<file path="src/design/hhtb_pkg.sv">
// Shared types, constants and codes of the Huffman header tree builder.
package hhtb_pkg;

    localparam int DEF_MAX_NODES   = 512;
    localparam int DEF_STACK_DEPTH = 256;

    localparam int BYTE_W = 8;
    localparam int IDX_W  = 9;
    localparam int VAL_W  = 16;
    localparam int STAT_W = 3;
    localparam int BITS_W = 4;
    localparam int POS_W  = 3;

    localparam int CMD_DEPTH = 4;
    localparam int CMD_PTR_W = $clog2(CMD_DEPTH);
    localparam int RES_DEPTH = 4;
    localparam int RES_PTR_W = $clog2(RES_DEPTH);

    localparam logic [BYTE_W-1:0] CHAR_ONE  = 8'h31;
    localparam logic [BYTE_W-1:0] CHAR_ZERO = 8'h30;
    localparam logic [BITS_W-1:0] SYM_BITS  = 4'd8;
    localparam logic [POS_W-1:0]  POS_MSB   = 3'd7;

    typedef enum logic [STAT_W-1:0] {
        ST_OK         = 3'd0,
        ST_INCOMPLETE = 3'd1,
        ST_EMPTY      = 3'd2,
        ST_LEFTOVER   = 3'd3,
        ST_UNDERFLOW  = 3'd4,
        ST_OVERFLOW   = 3'd5
    } t_status;

    typedef enum logic [1:0] {
        K_END  = 2'd0,
        K_TEXT = 2'd1,
        K_BIN  = 2'd2
    } t_kind;

    typedef struct packed {
        logic [BYTE_W-1:0] byte_value;
        logic              end_of_input;
    } t_item;

    typedef struct packed {
        logic              node_valid;
        logic [IDX_W-1:0]  node_index;
        logic              is_leaf;
        logic [VAL_W-1:0]  node_value;
        logic [IDX_W-1:0]  left_child;
        logic [IDX_W-1:0]  right_child;
        logic              header_done;
        logic [IDX_W-1:0]  root_index;
        logic [STAT_W-1:0] status;
        logic              last_result;
    } t_result;

    // Classified header word as it travels from the front to the back.
    typedef struct packed {
        t_kind             kind;
        logic [BYTE_W-1:0] byte_value;
        logic              is_one;
        logic              is_zero;
    } t_cmd;

    typedef struct packed {
        logic [IDX_W-1:0] idx;
        logic [VAL_W-1:0] val;
    } t_entry;

endpackage

</file>
<file path="src/design/hhtb_front.sv">
// Front part: format register, word classification and command queue.
module hhtb_front (
    input  logic           i_clk,
    input  logic           i_rst_n,
    input  logic           push,
    output logic           full,
    input  hhtb_pkg::t_item i_item,
    input  logic           i_cfg_wr_en,
    input  logic           i_cfg_wr_data,
    output logic           o_cmd_valid,
    output hhtb_pkg::t_cmd o_cmd,
    input  logic           i_cmd_pop
);
    import hhtb_pkg::*;

    logic                 r_header_format;
    t_cmd                 r_queue [CMD_DEPTH];
    logic [CMD_PTR_W-1:0] r_wr_ptr, n_wr_ptr;
    logic [CMD_PTR_W-1:0] r_rd_ptr, n_rd_ptr;
    logic [CMD_PTR_W:0]   r_count, n_count;
    logic                 accept;
    logic                 take;
    t_cmd                 cmd_in;

    assign full        = (r_count == (CMD_PTR_W+1)'(CMD_DEPTH));
    assign o_cmd_valid = (r_count != '0);
    assign o_cmd       = r_queue[r_rd_ptr];
    assign accept      = push && !full;
    assign take        = i_cmd_pop && o_cmd_valid;

    always_comb begin
        cmd_in.byte_value = i_item.byte_value;
        cmd_in.is_one     = (i_item.byte_value == CHAR_ONE);
        cmd_in.is_zero    = (i_item.byte_value == CHAR_ZERO);
        if (i_item.end_of_input) begin
            cmd_in.kind = K_END;
        end else if (r_header_format) begin
            cmd_in.kind = K_BIN;
        end else begin
            cmd_in.kind = K_TEXT;
        end
    end

    always_comb begin
        n_wr_ptr = accept ? r_wr_ptr + 1'b1 : r_wr_ptr;
        n_rd_ptr = take ? r_rd_ptr + 1'b1 : r_rd_ptr;
        n_count  = r_count;
        if (accept && !take) begin
            n_count = r_count + 1'b1;
        end else if (take && !accept) begin
            n_count = r_count - 1'b1;
        end
    end

    always_ff @(posedge i_clk) begin
        if (!i_rst_n) begin
            r_header_format <= 1'b0;
            r_wr_ptr        <= '0;
            r_rd_ptr        <= '0;
            r_count         <= '0;
        end else begin
            if (i_cfg_wr_en) begin
                r_header_format <= i_cfg_wr_data;
            end
            r_wr_ptr <= n_wr_ptr;
            r_rd_ptr <= n_rd_ptr;
            r_count  <= n_count;
        end
    end

    always_ff @(posedge i_clk) begin
        if (accept) begin
            r_queue[r_wr_ptr] <= cmd_in;
        end
    end

endmodule

</file>
<file path="config.mk">
export PLATFORM = sky130hd
export DESIGN_NAME = hhtb_front
export DESIGN_NICKNAME = d
export VERILOG_FILES = /design/src/design/hhtb_pkg.sv /design/src/design/hhtb_front.sv
export SDC_FILE = /design/constraint.sdc
export NUM_CORES = 1
export LEC_CHECK = 0
export BUFFER_PORTS_ARGS = -buffer_cell sky130_fd_sc_hd__buf_2
export CORE_ASPECT_RATIO = 1.25
export CORE_MARGIN = 2
export CORE_UTILIZATION = 55
export DETAILED_ROUTE_END_ITERATION = 8
export PLACE_DENSITY = 0.76
export SLEW_MARGIN = 20
export SYNTH_ARGS = -nofsm -noshare
export SYNTH_HDL_FRONTEND = slang
export SYNTH_SLANG_ARGS = --single-unit
</file>
<file path="constraint.sdc">
create_clock -name i_clk -period 6.5 [get_ports i_clk]
set_clock_uncertainty 0.1 [all_clocks]
set_input_delay 0.975 -clock i_clk [delete_from_list [all_inputs] [get_ports i_clk]]
set_output_delay 0.975 -clock i_clk [all_outputs]
set_load 0.01 [all_outputs]
</file>
Word-level counts from Yosys, hierarchy flattened
Memories as Yosys holds them, arrays and structs flattened. A register that Yosys moved wholly into a read port is not among the register bits.
Index checks and enable logic that the tools add are counted.
{ "totals": {"reg_bits": 8, "ramBits": 48, "input_bits": 15, "output_inout_bits": 14, "wordCells": 29, "mem_count": 1} }
{ "mem_list": {"columns": ["name", "depth", "word_bits", "read_ports", "rd_clocked_by_memory_dff", "write_ports", "line_no", "source"], "rows": [
  ["r_queue", 4, 12, 1, 1, 1, "hhtb_front.sv:17", "t_cmd r_queue [CMD_DEPTH];"]
]} }
{ "classes": {"add_sub_neg": 4, "n_eq_ne": 3, "n_mux": 8, "reduce_logical": 9} }
{ "op_table": {"columns": ["operator", "n"], "rows": [
  ["$eq 8x6->1 const B", 2],
  ["$mux 2", 4],
  ["$mux 3", 2],
  ["$add 2x1->2 const B", 2],
  ["$logic_and 1x1->1", 4],
  ["$add 3x1->3 const B", 1],
  ["$eq 3x3->1 const B", 1],
  ["$logic_not 1->1", 3],
  ["$reduce_bool 3->1", 1],
  ["$sub 3x1->3 const B", 1],
  ["$mux 1", 2],
  ["$reduce_bool 2->1", 1]
]} }

Longest topological paths before layout
{ "depth": {"depth_word": 7, "mapped_depth": 9, "ltp_nobuf": 8} }

Worst setup path after synthesis
No wires, ideal clock.
{ "synth_timing": {"path_kind": "input -> register", "start": "input port push", "end": "register r_count[2]", "setup_ps": 70, "arrival_ps": 2405, "t_required_ps": 6330, "slack_ps": 3925, "path_stages": 8, "n_path_buf": 1, "path_cell_list": "nor2b_1 > buf_6 > ha_1 > inv_1 > fa_1 > xor2_1 > or3_1 > a21boi_1"} }
{ "synth_via": {"elab_chain_len": 4, "word_cells_on_any_way": 6, "cone_classes": "1 x mux; 5 x reduce/logical"} }
{ "synth_rtl": {"columns": ["element", "line_no", "source"], "rows": [
  ["from (decl)", "hhtb_front.sv:5", "input logic push,"],
  ["$logic_and 1x1->1 (*)", "hhtb_front.sv:28", "assign accept = push && !full;"],
  ["via accept", "hhtb_front.sv:21", "logic accept;"],
  ["$logic_not 1->1", "hhtb_front.sv:50", "end else if (take && !accept) begin"],
  ["$logic_and 1x1->1", "hhtb_front.sv:50", null],
  ["$reduce_bool 2->1 (no line)", null, null],
  ["to (signal assigned)", "hhtb_front.sv:67", "r_count <= n_count;"],
  ["to (decl)", "hhtb_front.sv:20", "logic [CMD_PTR_W:0] r_count, n_count;"]
]} }
The timed path passes the listed nets; every way through them passes the cells marked *.
A chain may end at the register's enable or synchronous reset.

==> flow_summary.ini <==
[status]
status = completed

[global_route]
grt_first_pass_wirelength_mm = 5.87
overflow = 0
grt_max_degree = 13
grt.total_usage_pct = 18.0
first_global_vias = 1246
antenna_found_initial = 0

[routing]
wire_per_inst_um = 16.6
routed_wl_mm = 3.61
drt_pass1_iterations = 6
drc = 0
vias = 1165
initialDrtViolationCount = 37
final_antenna_net_count = 0
via_per_inst = 5.37

[critical_path]
arrival_ns = 1.96
cp.required_ns = 5.42
worstPathMaxFanout = 12
critical_path_class = reg -> out
crit_path_start_kind = flop
endpoint_kind = primary output

[synth]
synthesis.area_um2 = 2290
synth_edf_count = 48
postSynth.asyncResetShare_pct = 0
yosys_warnings = 0
avgSynthCellArea_um2 = 18.9
yosysMostFrequentCell = edfxtp_1
yosys.area.top_type_share_pct = 62.9
ys.flop_type = edfxtp_1
ys_types = 25
synth_common_cells = 48 x edfxtp_1, 12 x mux4_2, 10 x dfxtp_1, 8 x and2_1, 5 x ha_1
synth_seq_area_share_pct = 71.6
synth.area.top_cells = edfxtp_1 63%, mux4_2 12%, dfxtp_1 8.7%, ha_1 2.7%, and2_1 2.2%
synth_seq_cells = 58
syn_inst = 121
synth_area_leader_cell = edfxtp_1
syn_nets = 142

[finish]
area_growth_pct = 15.8
seqCellArea_um2 = 1640
n_fill_cell = 306
final_layout_size_suffix_gt1_share_pct = 35.4
final_nets = 177
multi_input_area_um2 = 604
num_antenna_cells = 0
final_cell_count_no_fill = 217

[power]
p_leak_nw = 0.959
peakVddDrop_v = 0.000231
pwr_density_cell_nw_per_um2 = 390

[clock_tree]
cts-resized-gates = 0
clk_latency_ns = 0.32
root_buffer = clkbuf_8
cts_setup_buffers = 0
ctsHoldBuffers = 0
cts_buffers = 9
numClockSinks = 58
clkTransAtPathRegs_ns = 0.06
cts_tree = done
htree_num_levels = 3
clock_path_buffers = 2

[timing]
fmax_ghz = 0.329
final_hold_viol_count = 0
slew_viol_final = 0
final.setup.tns_ns = 0
max-slew-margin-rel_pct = 43.4
period_share_pct = 46.8
rsz0062_at_grt = no
tightest_slew_ns = 0.848
finalSetupViolCount = 0
period_minus_slack_ns = 3.04

[run]
cap_viol_max_count = 0

[place]
placedCellCount = 201
gp_congestion = 0.695
place_hpwl_mm = 2.31
numPortBuffers = 28

[die]
io_pins = 29
fp.coreArea_um2 = 4030
initial_utilization_pct = 56.8
die_h_um = 76.2
dieArea_um2 = 4700
fp.dieW_um = 61.7
num_rows = 26

[hold_path]
hold_class = reg -> reg
==> per-stage QoR <==
step | hold slack (ns) | cell area, um^2 | worst slack [ns] | power, mW | util [%]
5_1_grt | 0.446 | 2660 | 3.32 | 1.09 | 65.8
4_1_cts | 0.419 | 2660 | 3.40 | 1.05 | 65.8
6_report | 0.409 | 2660 | 3.46 | 1.04 | 65.8
3_3_place_gp | 0.378 | 2470 | 3.65 | 0.729 | 61.3
2_1_floorplan | 0.368 | 2290 | 3.92 | 0.669 | -
3_5_place_dp | 0.410 | 2470 | 3.52 | 0.741 | 61.3
==> layout by cell type, fill, tap and decap left out, drive strengths merged <==
master,instances
clkinvlp,1
xor2,1
dfxtp,10
fa,1
nor3,1
and2,8
o311ai,1
nand4,1
mux2i,4
or3,2
mux4,12
nor3b,1
edfxtp,48
clkinv,5
buf,28
o21ai,1
nor2,4
xnor2,3
inv,4
ha,5
o31ai,1
clkbuf,9
a21boi,1
nor2b,4
nand2,4
bufinv,1
==> worst max-delay path, cell delays in order (launching register included) <==
cell     delay (ns)
dfxtp_1        0.87
mux4_2         0.61
buf_2          0.16
==> power breakdown <==
group          internal [mW]  switching, mW  leakage, nW  total (mW)
combinational          0.126         0.0997        0.336       0.226
sequential             0.454         0.0495        0.530       0.504
clock                  0.172          0.134       0.0939       0.306
==> sequential cells by signal, indices dropped and copies added (netlist names), named ones only <==
| signal | count |
|---|---|
| r_queue | 48 |
| r_wr_ptr | 2 |
| r_rd_ptr | 2 |
| r_count | 3 |
| r_header_format | 1 |
==> cell type report <==
class	count	area share, %
multi-input cells	55	22.8
well taps	56	2.64
clock buffers	9	4.67
inverters	4	0.566
flip-flops and latches	58	61.8
repair buffers	28	5.28
clock inverters	7	2.26
==> layer usage <==
metal	part of all wire, %	track usage (%)	routed length [um]	vias to the layer above
met5	0	0	0	-
met4	0.47	8.51	17	0
met1	39	21.3	1420	585
met2	55	28.4	1980	37
li1	-	-	-	539
met3	5.1	6.45	185	4
==> worst paths after layout <==
| kind | from | end | slack (ns) | cells after the start |
|---|---|---|---|---|
| worst max-delay path | flop | o_cmd[11] | 3.46 | 2 |
| worst min-delay path | r_wr_ptr[1] | r_wr_ptr[1] | 0.41 | 2 |
| worst max register to register | r_count[0] | r_count[2] | 4.03 | 8 |
| worst min register to register | r_wr_ptr[1] | r_wr_ptr[1] | 0.41 | 2 |
==> kinds of logic after synthesis <==
family	share of synthesized area [%]
flip-flops	71.6
buffers and inverters	2.02
multiplexers	13.5
AO/OA/AOI/OAI	1.47
XOR/XNOR	1.53
adder cells (fa/ha/maj)	3.60
AND/OR/NAND/NOR	6.22
Note: power is estimated with default switching activity, not from simulation.
