===== src/design/hhtb_pkg.sv =====
// Shared types, constants and codes of the Huffman header tree builder.
package hhtb_pkg;

    localparam int DEF_MAX_NODES   = 512;
    localparam int DEF_STACK_DEPTH = 256;

    localparam int BYTE_W = 8;
    localparam int IDX_W  = 9;
    localparam int VAL_W  = 16;
    localparam int STAT_W = 3;
    localparam int BITS_W = 4;
    localparam int POS_W  = 3;

    localparam int CMD_DEPTH = 4;
    localparam int CMD_PTR_W = $clog2(CMD_DEPTH);
    localparam int RES_DEPTH = 4;
    localparam int RES_PTR_W = $clog2(RES_DEPTH);

    localparam logic [BYTE_W-1:0] CHAR_ONE  = 8'h31;
    localparam logic [BYTE_W-1:0] CHAR_ZERO = 8'h30;
    localparam logic [BITS_W-1:0] SYM_BITS  = 4'd8;
    localparam logic [POS_W-1:0]  POS_MSB   = 3'd7;

    typedef enum logic [STAT_W-1:0] {
        ST_OK         = 3'd0,
        ST_INCOMPLETE = 3'd1,
        ST_EMPTY      = 3'd2,
        ST_LEFTOVER   = 3'd3,
        ST_UNDERFLOW  = 3'd4,
        ST_OVERFLOW   = 3'd5
    } t_status;

    typedef enum logic [1:0] {
        K_END  = 2'd0,
        K_TEXT = 2'd1,
        K_BIN  = 2'd2
    } t_kind;

    typedef struct packed {
        logic [BYTE_W-1:0] byte_value;
        logic              end_of_input;
    } t_item;

    typedef struct packed {
        logic              node_valid;
        logic [IDX_W-1:0]  node_index;
        logic              is_leaf;
        logic [VAL_W-1:0]  node_value;
        logic [IDX_W-1:0]  left_child;
        logic [IDX_W-1:0]  right_child;
        logic              header_done;
        logic [IDX_W-1:0]  root_index;
        logic [STAT_W-1:0] status;
        logic              last_result;
    } t_result;

    // Classified header word as it travels from the front to the back.
    typedef struct packed {
        t_kind             kind;
        logic [BYTE_W-1:0] byte_value;
        logic              is_one;
        logic              is_zero;
    } t_cmd;

    typedef struct packed {
        logic [IDX_W-1:0] idx;
        logic [VAL_W-1:0] val;
    } t_entry;

endpackage


===== src/design/hhtb_res_fifo.sv =====
// Result queue that holds finished result words until they are popped.
module hhtb_res_fifo (
    input  logic              i_clk,
    input  logic              i_rst_n,
    input  logic              i_wr_en,
    input  hhtb_pkg::t_result i_wr_data,
    output logic              o_full,
    output logic              empty,
    input  logic              pop,
    output hhtb_pkg::t_result o_rd_data
);
    import hhtb_pkg::*;

    t_result              r_mem [RES_DEPTH];
    logic [RES_PTR_W-1:0] r_wr_ptr;
    logic [RES_PTR_W-1:0] r_rd_ptr;
    logic [RES_PTR_W:0]   r_count, n_count;
    logic                 wr;
    logic                 rd;

    assign o_full    = (r_count == (RES_PTR_W+1)'(RES_DEPTH));
    assign empty     = (r_count == '0);
    assign o_rd_data = r_mem[r_rd_ptr];
    assign wr        = i_wr_en && !o_full;
    assign rd        = pop && !empty;

    always_comb begin
        n_count = r_count;
        if (wr && !rd) begin
            n_count = r_count + 1'b1;
        end else if (rd && !wr) begin
            n_count = r_count - 1'b1;
        end
    end

    always_ff @(posedge i_clk) begin
        if (!i_rst_n) begin
            r_wr_ptr <= '0;
            r_rd_ptr <= '0;
            r_count  <= '0;
        end else begin
            if (wr) begin
                r_wr_ptr <= r_wr_ptr + 1'b1;
            end
            if (rd) begin
                r_rd_ptr <= r_rd_ptr + 1'b1;
            end
            r_count <= n_count;
        end
    end

    always_ff @(posedge i_clk) begin
        if (wr) begin
            r_mem[r_wr_ptr] <= i_wr_data;
        end
    end

endmodule


===== config.mk =====
export PLATFORM = sky130hd
export DESIGN_NAME = hhtb_res_fifo
export DESIGN_NICKNAME = d
export VERILOG_FILES = /design/src/design/hhtb_pkg.sv /design/src/design/hhtb_res_fifo.sv
export SDC_FILE = /design/constraint.sdc
export NUM_CORES = 1
export LEC_CHECK = 0
export BUFFER_PORTS_ARGS = -buffer_cell sky130_fd_sc_hd__buf_2
export CAP_MARGIN = 20
export CORE_UTILIZATION = 53
export CTS_BUF_LIST = sky130_fd_sc_hd__clkbuf_2 sky130_fd_sc_hd__clkbuf_4 sky130_fd_sc_hd__clkbuf_8
export CTS_CLUSTER_DIAMETER = 30
export CTS_CLUSTER_SIZE = 28
export DETAILED_ROUTE_END_ITERATION = 12
export GPL_TIMING_DRIVEN = 1
export PLACE_DENSITY = 0.71
export SLEW_MARGIN = 40
export SYNTH_ARGS = -nofsm -noshare
export SYNTH_HDL_FRONTEND = slang
export SYNTH_SLANG_ARGS = --single-unit

===== constraint.sdc =====
create_clock -name i_clk -period 5.5 [get_ports i_clk]
set_input_delay 0.55 -clock i_clk [delete_from_list [all_inputs] [get_ports i_clk]]
set_output_delay 0.55 -clock i_clk [all_outputs]
set_load 0.05 [all_outputs]

# Yosys cells after proc, flatten, opt, wreduce, memory -nomap -nowiden
# Memories as Yosys holds them, arrays and structs flattened. A register that Yosys moved wholly into a read port is not among the register bits.
# Cells that the tools add are included.
[totals]
memories = 1
romBits = 0
latch_bits = 0
ramBits = 236
out_inout_bits = 61
ff_bits = 7
[op_classes]
order_cmp = 0
multipliers = 0
bitwise = 0
div_mod_pow = 0
eq_ne = 1
add_sub_neg = 4
shift = 0
n_mux = 6
reduce_logical = 10
[mem_list]
columns = ["name", "words", "width", "rd", "rd_ports_with_merged_regs", "write_ports", "line", "rtl"]
rows = [
  ["r_mem", 4, 59, 1, 1, 1, "hhtb_res_fifo.sv:14", "t_result r_mem [RES_DEPTH];"],
]
[op_table]
columns = ["cell", "n"]
rows = [
  ["$mux 3", 2],
  ["$add 2x1->2 const B", 2],
  ["$logic_and 1x1->1", 4],
  ["$logic_not 1->1", 4],
  ["$mux 2", 2],
  ["$add 3x1->3 const B", 1],
  ["$eq 3x3->1 const B", 1],
  ["$logic_not 3->1", 1],
  ["$sub 3x1->3 const B", 1],
  ["$mux 1", 2],
  ["$reduce_bool 2->1", 1],
]

# Longest topological paths before layout
# Gate-level depths: netlist of the first run.
[depth]
word_depth = 7
mapped_depth = 9

# Worst setup path after synthesis of the first run
# OpenSTA, ideal clock, no wires.
[synth_timing]
path_kind = "reg2reg"
startpoint = "register r_count[2]"
endpoint = "memory r_mem[0][0] in the netlist's numbering (enable)"
period_less_slack_ns = 3.181
n_path_buf = 1
required_time_ns = 4.976
setup_ns = 0.524
t_arrival_ns = 2.656
stages_incl_launch_ff = 5
path_slack_ns = 2.319
cell_sequence = "dfxtp_1 > nor3b_1 > nor2b_1 > buf_2 > and2_1"
[synth_via]
elab_chain_cells = 5
[synth_rtl]
columns = ["item", "line", "rtl"]
rows = [
  ["start: declaration", "hhtb_res_fifo.sv:17", "logic [RES_PTR_W:0] r_count, n_count;"],
  ["start signal: assignment", "hhtb_res_fifo.sv:48", "r_count <= n_count;"],
  ["$eq 3x3->1", "hhtb_res_fifo.sv:21", "assign o_full = (r_count == (RES_PTR_W+1)'(RES_DEPTH));"],
  ["named net o_full", "hhtb_res_fifo.sv:7", "output logic o_full,"],
  ["$logic_not 1->1", "hhtb_res_fifo.sv:24", "assign wr = i_wr_en && !o_full;"],
  ["$logic_and 1x1->1", "hhtb_res_fifo.sv:24", ""],
  ["named net wr", "hhtb_res_fifo.sv:18", "logic wr;"],
  ["$mux 1", "hhtb_res_fifo.sv:53", "if (wr) begin"],
  ["$mux 1 (not written as such)", "hhtb_res_fifo.sv:54", "r_mem[r_wr_ptr] <= i_wr_data;"],
  ["end: declaration", "hhtb_res_fifo.sv:14", ""],
]
# The timed path passes the listed nets, and every way through them passes these cells.

==> impl_metrics.toml, run 1 <==
[floorplanning]
die_height_um = 132.3
start_util_pct = 54.27
fp-row-count = 47
fp.dieArea_um2 = 17510
coreArea_um2 = 16580
ioPinCount = 124
fp.dieW_um = 132.3

[place]
finalWeightedCongestion = 0.6488
pre_cts_slack_ns = 2.629
port_buffers = 123
hpwl_um = 9184
dpl.cell_count = 690

[clocking]
clock_sinks = 245
cts_root_buf = "clkbuf_8"
clock_path_buffers = 3
clk_latency_ns = 0.53
cts_inserted_buffers = 42
cts_hold_repair.buffers = 0
post_cts_resized = 0
cts_tree = "yes"
ctsHtreeMaxLevel = 2
post_cts_buffers = 0
path_clk_slew_ns = 0.06

[synthesis]
ys_types = 24
synth_seq_cells = 245
syn_area_per_cell_um2 = 25.21
synthSimpleGateAreaFrac_pct = 1.070
syn_area_um2 = 9000
synth-compound-area-share_pct = 0.3198
synth_xor_area_share_pct = 0.3893
yosysWarnings = 0
ys_seq_area_share_pct = 80.75
synthCells = 357
synth_top_family_by_area = "multiplexers"
muxShareOfSynthArea_pct = 15.10
syn_nets = 426
synth-adder-area-share_pct = 0.9176

[layout]
final_cell_mix = "edfxtp_1, buf_2, mux4_2"
nNetsFinal = 584
layout.filler_cells = 1148
drive_gt1_share_pct = 48.63
layout_commonest_cell = "edfxtp_1"
stdcell_count = 770
multi_input_area_um2 = 1612
area_delta_synth_final_pct = 20.94
regArea_um2 = 7272
utilization_pct = 65.63

[critical_path]
arrival_ns = 2.56
critical_path_buf_inv_count = 2
max_stage_delay_ns = 0.80
cp.required_ns = 4.95
crit_path_end_kind = "primary output"
critPathLaunchType = "register"
crit_slowest_cell = "dfxtp_2"
crit_family = "flip-flops"
cp_max_fo = 33
crit_type = "reg2out"
cp_cell_sequence = "buf_4 > mux4_2 > buf_2"

[sta]
finalHoldViolCount = 0
slew_violations = 0
fmax_ghz = 0.3215
setup_viol = 0
fin_skew_ns = 0.02360
tns_ns = 0
worst_slack_ns = 2.389
tightestPinTransition_ns = 0.7319
max_slew_margin_pct = 51.21
min_period_ns = 3.111
period_share_pct = 56.56
rsz0062_at_grt = "no"

[routing]
wl_met1_um = 6500
dr.pass1.iters = 4
drc = 0
routedWlPerCell_um = 19.91
top_layer = "met5"
wl_met3_um = 1044
vias = 4093
drt_iter0_markers = 215
ant_nets = 0
dr_wl_met2_um = 7462
viasPerCell = 5.316
wirelength_um = 15330

[outcome]
run_status = "finished clean"

[grt]
grt_pass1_vias = 4469
grt_start_max_net_pins = 39
grt_use_total_pct = 18.60
antenna_found_initial = 2
gr-total-overflow = 0
grt_pass1_wl_um = 24290

[power]
p_per_area_nw_per_um2 = 547.3
ir_drop_v = 0.0002912
power_leakage_nw = 3.706

[min_path]
hp-class = "in2reg"

[flow_run]
drv_cap = 0
## cell usage after synthesis (all sizes together)
master,number,area (um^2)
nand2,4,15.01
clkbuf,5,18.77
edfxtp,236,7087
o21ai,1,5.000
xor2,1,8.760
o31ai,1,7.510
xnor2,3,26.28
buf,11,101.4
fa,1,20.02
inv,3,11.26
nor3b,1,7.510
o311ai,1,8.760
nor3,1,5.000
a21boi,1,7.510
dfxtp,9,180.2
or3,1,6.260
and2,8,50.05
nor2b,2,12.51
ha,5,62.56
mux2i,3,30.03
mux4,59,1329
## cell type report
cell class              instances  share of cell area (%)
multi-input cells              93                   14.81
clock buffers                  45                   5.690
well taps                     220                   2.529
diodes                          1                 0.02299
inverters                       3                  0.1035
flip-flops and latches        245                   66.81
clock inverters                33                   3.322
repair buffers                130                   6.713
## power by group
part	internal [mW]	switching (mW)	total [mW]	leakage (nW)
combinational	0.560	1.18	1.74	0.982
sequential	2.27	0.105	2.37	2.24
clock	1.11	0.736	1.85	0.485
total	3.94	2.02	5.96	3.71
## worst paths after layout
kind | slack (ns) | end | cells past startpoint | startpoint
setup reg to reg | 2.92 | r_count[2] | 8 | r_count[0]
setup / recovery | 2.39 | o_rd_data[27] | 3 | register
hold reg to reg | 0.50 | r_wr_ptr[1] | 2 | r_wr_ptr[1]
hold / removal | 0.24 | r_mem[0][22] | 1 | i_wr_data[22]
## flip-flops by register name (all words and copies together) (netlist names), named ones only
register / cells
r_rd_ptr: 2
r_wr_ptr: 2
r_mem: 236
r_count: 3
## logic make-up (layout without fill, tap and decap cells)
| group | Yosys count | after routing |
|---|---|---|
| xor gates and xnor gates | 4 | 4 |
| other | 0 | 1 |
| adders and majority gates | 6 | 6 |
| muxes | 62 | 62 |
| AOI/OAI and AO/OA | 4 | 4 |
| and+or+nand+nor | 17 | 17 |
| DFF | 245 | 245 |
| buffers and inverters | 19 | 211 |
## layer usage
layer,up-vias,track usage [%]
met5,-,0
met4,2,7.344
met3,28,5.383
met2,135,29.37
met1,2087,24.77
li1,1841,-
## through the flow
step	hold WS, ns	power, mW	cell area (um^2)
final	0.2375	5.957	10880
after global routing	0.2072	6.181	10880
after CTS	0.2067	6.012	10860
after detailed placement	0.4986	4.167	9881
after global placement	0.4755	4.121	9801
after floorplan	0.4677	3.812	9000
Note: power is estimated with default switching activity, not from simulation.
==> run 2, diff against run 1 <==
Clock period 5.5 ns to 3.2 ns, I/O delays scaled along.
==> impl_metrics.toml, run 2 (synthesized netlist as in run 1, its figures left out) <==
[critical_path]
arrival_ns = 3.08
critPathLaunchType = "register"
crit_type = "reg2reg"
crit_path_start = "r_count[0]"
cp.required_ns = 3.63
reg2reg_to = "r_count[2]"
reg2reg_depth = 8
reg2reg_from = "r_count[0]"
crit_path_end_kind = "register"
max_stage_delay_ns = 0.52
cp_max_fo = 7
r2r_slack_ns = 0.55
cp_cell_sequence = "nor3b_1 > nor2b_1 > ha_1 > inv_1 > fa_1 > xor2_1 > or3_1 > a21boi_0"
crit_slowest_cell = "nor2b_1"

[clocking]
cts_inserted_buffers = 41
path_clk_slew_ns = 0.06
cts_hold_repair.buffers = 53
post_cts_buffers = 0
clk_latency_ns = 0.54
post_cts_resized = 0
cts_tree = "yes"
clock_sinks = 245
ctsHtreeMaxLevel = 2
cts_root_buf = "clkbuf_8"
clock_path_buffers = 3

[sta]
min_period_ns = 2.649
worst_slack_ns = 0.5507
finalHoldViolCount = 0
rsz0062_at_grt = "no"
fin_skew_ns = 0.01347
tightestPinTransition_ns = 0.6452
period_share_pct = 82.79
slew_violations = 0
max_slew_margin_pct = 56.99
setup_viol = 0
worst_hold_slack_ns = 0.02519
tns_ns = 0
fmax_ghz = 0.3775

[min_path]
hp-class = "in2reg"
hold_end = "r_mem[0][33]"
hold_path_depth = 1
min_from = "i_wr_data[33]"

[power]
clockPowerShare_pct = 28.4
p_seq_share_pct = 40.8
intPower_mw = 6.466
power_switching_mw = 3.528
p_per_area_nw_per_um2 = 882.5
ir_drop_v = 0.0004831
comb_power_share_pct = 30.8
power_leakage_nw = 3.892
p_total_mw = 9.994
swShare_pct = 35.30

[place]
finalWeightedCongestion = 0.6686
port_buffers = 123
dpl.cell_count = 695
hpwl_um = 9445
pre_cts_slack_ns = 0.6475
placed_cell_area_um2 = 9918

[floorplanning]
fp-row-count = 47
start_util_pct = 54.27
die_height_um = 132.3
coreArea_um2 = 16580
fp.dieW_um = 132.3
fp.dieArea_um2 = 17510
ioPinCount = 124

[routing]
dr.pass1.iters = 4
ant_nets = 0
routedWlPerCell_um = 19.56
drc = 0
wirelength_um = 16120
viasPerCell = 5.337
drt_iter0_markers = 261
vias = 4398

[layout]
stdcell_count = 824
area_delta_synth_final_pct = 25.83
antenna_cells = 0
biggestRegsByFlops = "r_mem (236), r_count (3)"
drive_gt1_share_pct = 44.87
layout_commonest_cell = "edfxtp_1"
final_cell_area_um2 = 11320
largest_reg_flops = 236
layout.filler_cells = 1073
regArea_um2 = 7272
final_cell_mix = "edfxtp_1, buf_2, mux4_2"
regMostFlops = "r_mem"
nNetsFinal = 640
multi_input_area_um2 = 1612
utilization_pct = 68.29

[grt]
grt_pass1_wl_um = 25580
gr-total-overflow = 0
grt_start_max_net_pins = 53
grt_pass1_vias = 4943
grt_use_total_pct = 19.47
antenna_found_initial = 0

[outcome]
run_status = "finished clean"

[flow_run]
drv_cap = 0
-- run 2: layer usage --
metal	up-vias	part of all wire, %	global-route usage [%]
met1	2273	42	24.68
met5	-	0	0
met2	134	49	31.63
li1	1960	-	-
met4	0	1.9	7.407
met3	31	6.6	6.344
-- run 2: worst max-delay path, delay by kind of cell (launching register included) --
family | cells | cell delay, ns
and+or+nand+nor | 3 | 0.93
adders and majority gates | 2 | 0.70
DFF | 1 | 0.45
AOI/OAI and AO/OA | 1 | 0.22
xor gates and xnor gates | 1 | 0.19
buffers and inverters | 1 | 0.07
-- run 2: layout make-up --
cell class | count | area share, %
Sequential cell | 245 | 64.21
Multi-Input combinational cell | 93 | 14.23
Timing Repair Buffer | 187 | 11.29
Clock buffer | 49 | 5.734
Tap cell | 220 | 2.431
Clock inverter | 27 | 2.000
Inverter | 3 | 0.09944
-- run 2: power groups by stage --
| stage | Clock [mW] | Combinational (mW) | Sequential, mW |
|---|---|---|---|
| 3_5_place_dp | 0 | 3.06 | 4.15 |
| 5_1_grt | 3.03 | 3.22 | 4.12 |
| 2_1_floorplan | 0 | 2.51 | 4.04 |
| 6_report | 2.84 | 3.08 | 4.07 |
| 3_3_place_gp | 0 | 3.03 | 4.12 |
| 4_1_cts | 2.90 | 3.12 | 4.08 |
-- run 2: how the worst max path moves through the flow --
stage / slack [ns] / depth (start not counted) / to
after floorplan: 0.02 / 4 / r_mem[0][0]
after global placement: 0.91 / 8 / r_count[2]
after detailed placement: 0.65 / 8 / r_count[2]
after CTS: 0.54 / 3 / o_rd_data[23]
after global routing: 0.41 / 8 / r_count[2]
final: 0.55 / 8 / r_count[2]
==> run 3, diff against run 2 <==
Settings changed: ABC_AREA from default to 1, PLACE_DENSITY 0.71 to 0.74.
Clock period 3.2 ns to 2.2 ns, I/O delays scaled along.
==> impl_metrics.toml, run 3 <==
[floorplanning]
coreArea_um2 = 16760
ioPinCount = 124
die_height_um = 133.8
fp-row-count = 47
fp.dieArea_um2 = 17900
fp.dieW_um = 133.8
start_util_pct = 54.94

[critical_path]
arrival_ns = 1.96
critPathLaunchType = "register"
crit_slowest_cell = "dfxtp_4"
cp.required_ns = 1.98
critical_path_buf_inv_count = 2
cp_max_fo = 48
crit_type = "reg2out"
max_stage_delay_ns = 0.44
crit_path_end_kind = "primary output"
crit_family = "buffers and inverters"
cp_cell_sequence = "bufbuf_16 > o21ai_0 > o22ai_1 > buf_4"

[place]
placed_cell_area_um2 = 10130
hpwl_um = 10740
port_buffers = 123
finalWeightedCongestion = 0.8083
dpl.cell_count = 963

[power]
power_switching_mw = 5.939
ir_drop_v = 0.0007244
p_per_area_nw_per_um2 = 1331
power_leakage_nw = 4.354
intPower_mw = 9.988
clockPowerShare_pct = 30.9
comb_power_share_pct = 32.5
p_seq_share_pct = 36.6
swShare_pct = 37.29

[sta]
min_period_ns = 2.180
fin_skew_ns = 0.02421
fmax_ghz = 0.4588
period_share_pct = 99.08
tightestPinTransition_ns = 0.4174
rsz0062_at_grt = "yes"
slew_violations = 0
max_slew_margin_pct = 72.17
setup_viol = 0
finalHoldViolCount = 0

[synthesis]
synth_top_cell_area_share_pct = 76.97
synthCells = 640
synth_ff_type = "edfxtp_1"
async_flop_share_pct = 0
syn_nets = 709
synth_seq_cells = 245
synth.area.top_cells = "edfxtp_1, o21ai_0, nor2_1, o22ai_1, dfxtp_1"
syn_area_um2 = 9208
yosysWarnings = 0
ys_types = 21
syn_area_per_cell_um2 = 14.39
ys_seq_area_share_pct = 78.92
yosysMostFrequentCell = "edfxtp_1"
yosys-top-cells-count = "edfxtp_1, nor2_1, o21ai_0"
synth-edff-count = 236
synth_area_leader_cell = "edfxtp_1"

[layout]
regArea_um2 = 7272
multi_input_area_um2 = 1687
drive_gt1_share_pct = 25.59
largest_reg_flops = 236
biggestRegsByFlops = "r_mem (236), r_count (3)"
regMostFlops = "r_mem"
nNetsFinal = 919
layout_commonest_cell = "edfxtp_1"
final_cell_mix = "edfxtp_1, nor2_1, o21ai_0"
stdcell_count = 1104
area_delta_synth_final_pct = 29.94
layout.filler_cells = 1092
final_cell_area_um2 = 11960

[grt]
grt_use_total_pct = 22.87
grt_pass1_vias = 6062
busiest_layer = "met2"
grt_pass1_wl_um = 30970
use_met1_pct = 29.17
globalRouteMet3Util_pct = 3.893
grt_start_max_net_pins = 54
met2_usage_pct = 39.29
antenna_found_initial = 1
gr-total-overflow = 0

[routing]
drt_iter0_markers = 496
dr.pass1.iters = 5
drc = 0
vias = 6122
routedWlPerCell_um = 19.01
wirelength_um = 20990
ant_nets = 0
viasPerCell = 5.545

[clocking]
path_clk_slew_ns = 0.06
ctsHtreeMaxLevel = 2
clk_latency_ns = 0.54
cts_inserted_buffers = 43
clock_sinks = 245
clock_path_buffers = 3
cts_root_buf = "clkbuf_8"
cts_tree = "yes"

[outcome]
run_status = "finished clean"

[flow_run]
drv_cap = 0

[min_path]
hp-class = "in2reg"
-- run 3: cell types whose count changed in the layout (fill, tap and decap cells not counted), moves of 5 or more --
cell / before / now
clkbuf_4: 4 / 26
buf_4: 7 / 17
o21ai_0: 1 / 113
o22ai_1: 0 / 58
nand2_1: 4 / 15
clkinv_4: 3 / 8
clkinvlp_4: 8 / 3
bufinv_16: 2 / 8
mux4_2: 59 / 0
inv_1: 3 / 16
nor2_1: 0 / 128
buf_2: 123 / 88
dlygate4sd3_1: 53 / 60
o21ai_1: 0 / 6
-- run 3: logic make-up (layout without fill, tap and decap cells) --
| kind of cell | after synthesis | count (layout) | synth area share, % |
|---|---|---|---|
| flops | 245 | 245 | 78.92 |
| compound gates | 181 | 181 | 10.64 |
| simple gates | 152 | 152 | 6.292 |
| buf+inv | 55 | 298 | 3.153 |
| fa+ha+maj | 6 | 6 | 0.8969 |
| xor+xnor | 1 | 1 | 0.09514 |
| other cells | 0 | 1 | 0 |
-- run 3: worst paths after layout --
check,depth (start not counted),startpoint,slack (ns),to
max,4,register,0.02,o_rd_data[1]
min,4,i_wr_en,0.03,r_wr_ptr[1]
max reg2reg,12,r_count[1],0.30,r_count[2]
min reg2reg,2,r_rd_ptr[1],0.50,register
-- run 3: stage by stage --
step                      total power, mW  TNS (ns)  setup WS (ns)  hold WS, ns  utilization [%]
after floorplan                     9.438   -109.44        -0.4637       0.3189                -
after global placement              10.54         0         0.4324       0.4308            60.45
after detailed placement            10.66         0         0.3520       0.4359            60.45
after CTS                           15.77         0      0.0009805      0.01026            70.68
after global routing                16.50   -0.4729       -0.05870      0.02913            71.38
final                               15.93         0        0.02029      0.03349            71.38
-- run 3: metal layers --
metal / wire length [um] / share of wire, %
met5: 0 / 0
met1: 8693 / 41
met2: 10530 / 50
met4: 379 / 1.8
met3: 1389 / 6.6
-- run 3: cell type report --
type / instances / share of cell area [%]
diodes: 1 / 0.02092
clock buffers: 46 / 5.239
clock inverters: 32 / 3.451
inverters: 18 / 0.6798
multi-input cells: 340 / 14.10
flip-flops and latches: 245 / 60.78
well taps: 220 / 2.301
repair buffers: 202 / 13.43
-- run 3: repair_timing --
| action | 4_1_cts | 5_1_grt |
|---|---|---|
| cloned | 1 | 1 |
| buffers inserted | 0 | 0 |
| pin swaps | 0 | 1 |
| hold endpoints to repair | 241 | 0 |
| endpoints found under the setup margin | 29 | 37 |
| hold buffers | 60 | 0 |
| gates resized for setup | 13 | 33 |
-- run 3: power by group through the flow --
| stage | clock, mW | sequential [mW] | combinational [mW] |
|---|---|---|---|
| global route | 5.17 | 5.87 | 5.46 |
| floorplan | 0 | 5.88 | 3.55 |
| CTS | 4.93 | 5.83 | 5.01 |
| global placement | 0 | 5.88 | 4.66 |
| finish | 4.91 | 5.84 | 5.18 |
| detailed placement | 0 | 5.91 | 4.75 |
-- run 3: worst register-to-register path, stage by stage, from the launching register on --
cell     delay (ns)
dfxtp_1        0.34
nor2_1         0.16
nand2_1        0.14
nand2_1        0.13
ha_1           0.19
inv_1          0.07
fa_1           0.38
inv_1          0.07
nand2_1        0.05
nand3_1        0.11
nand2_1        0.06
nand2_1        0.05
nor2_1         0.04
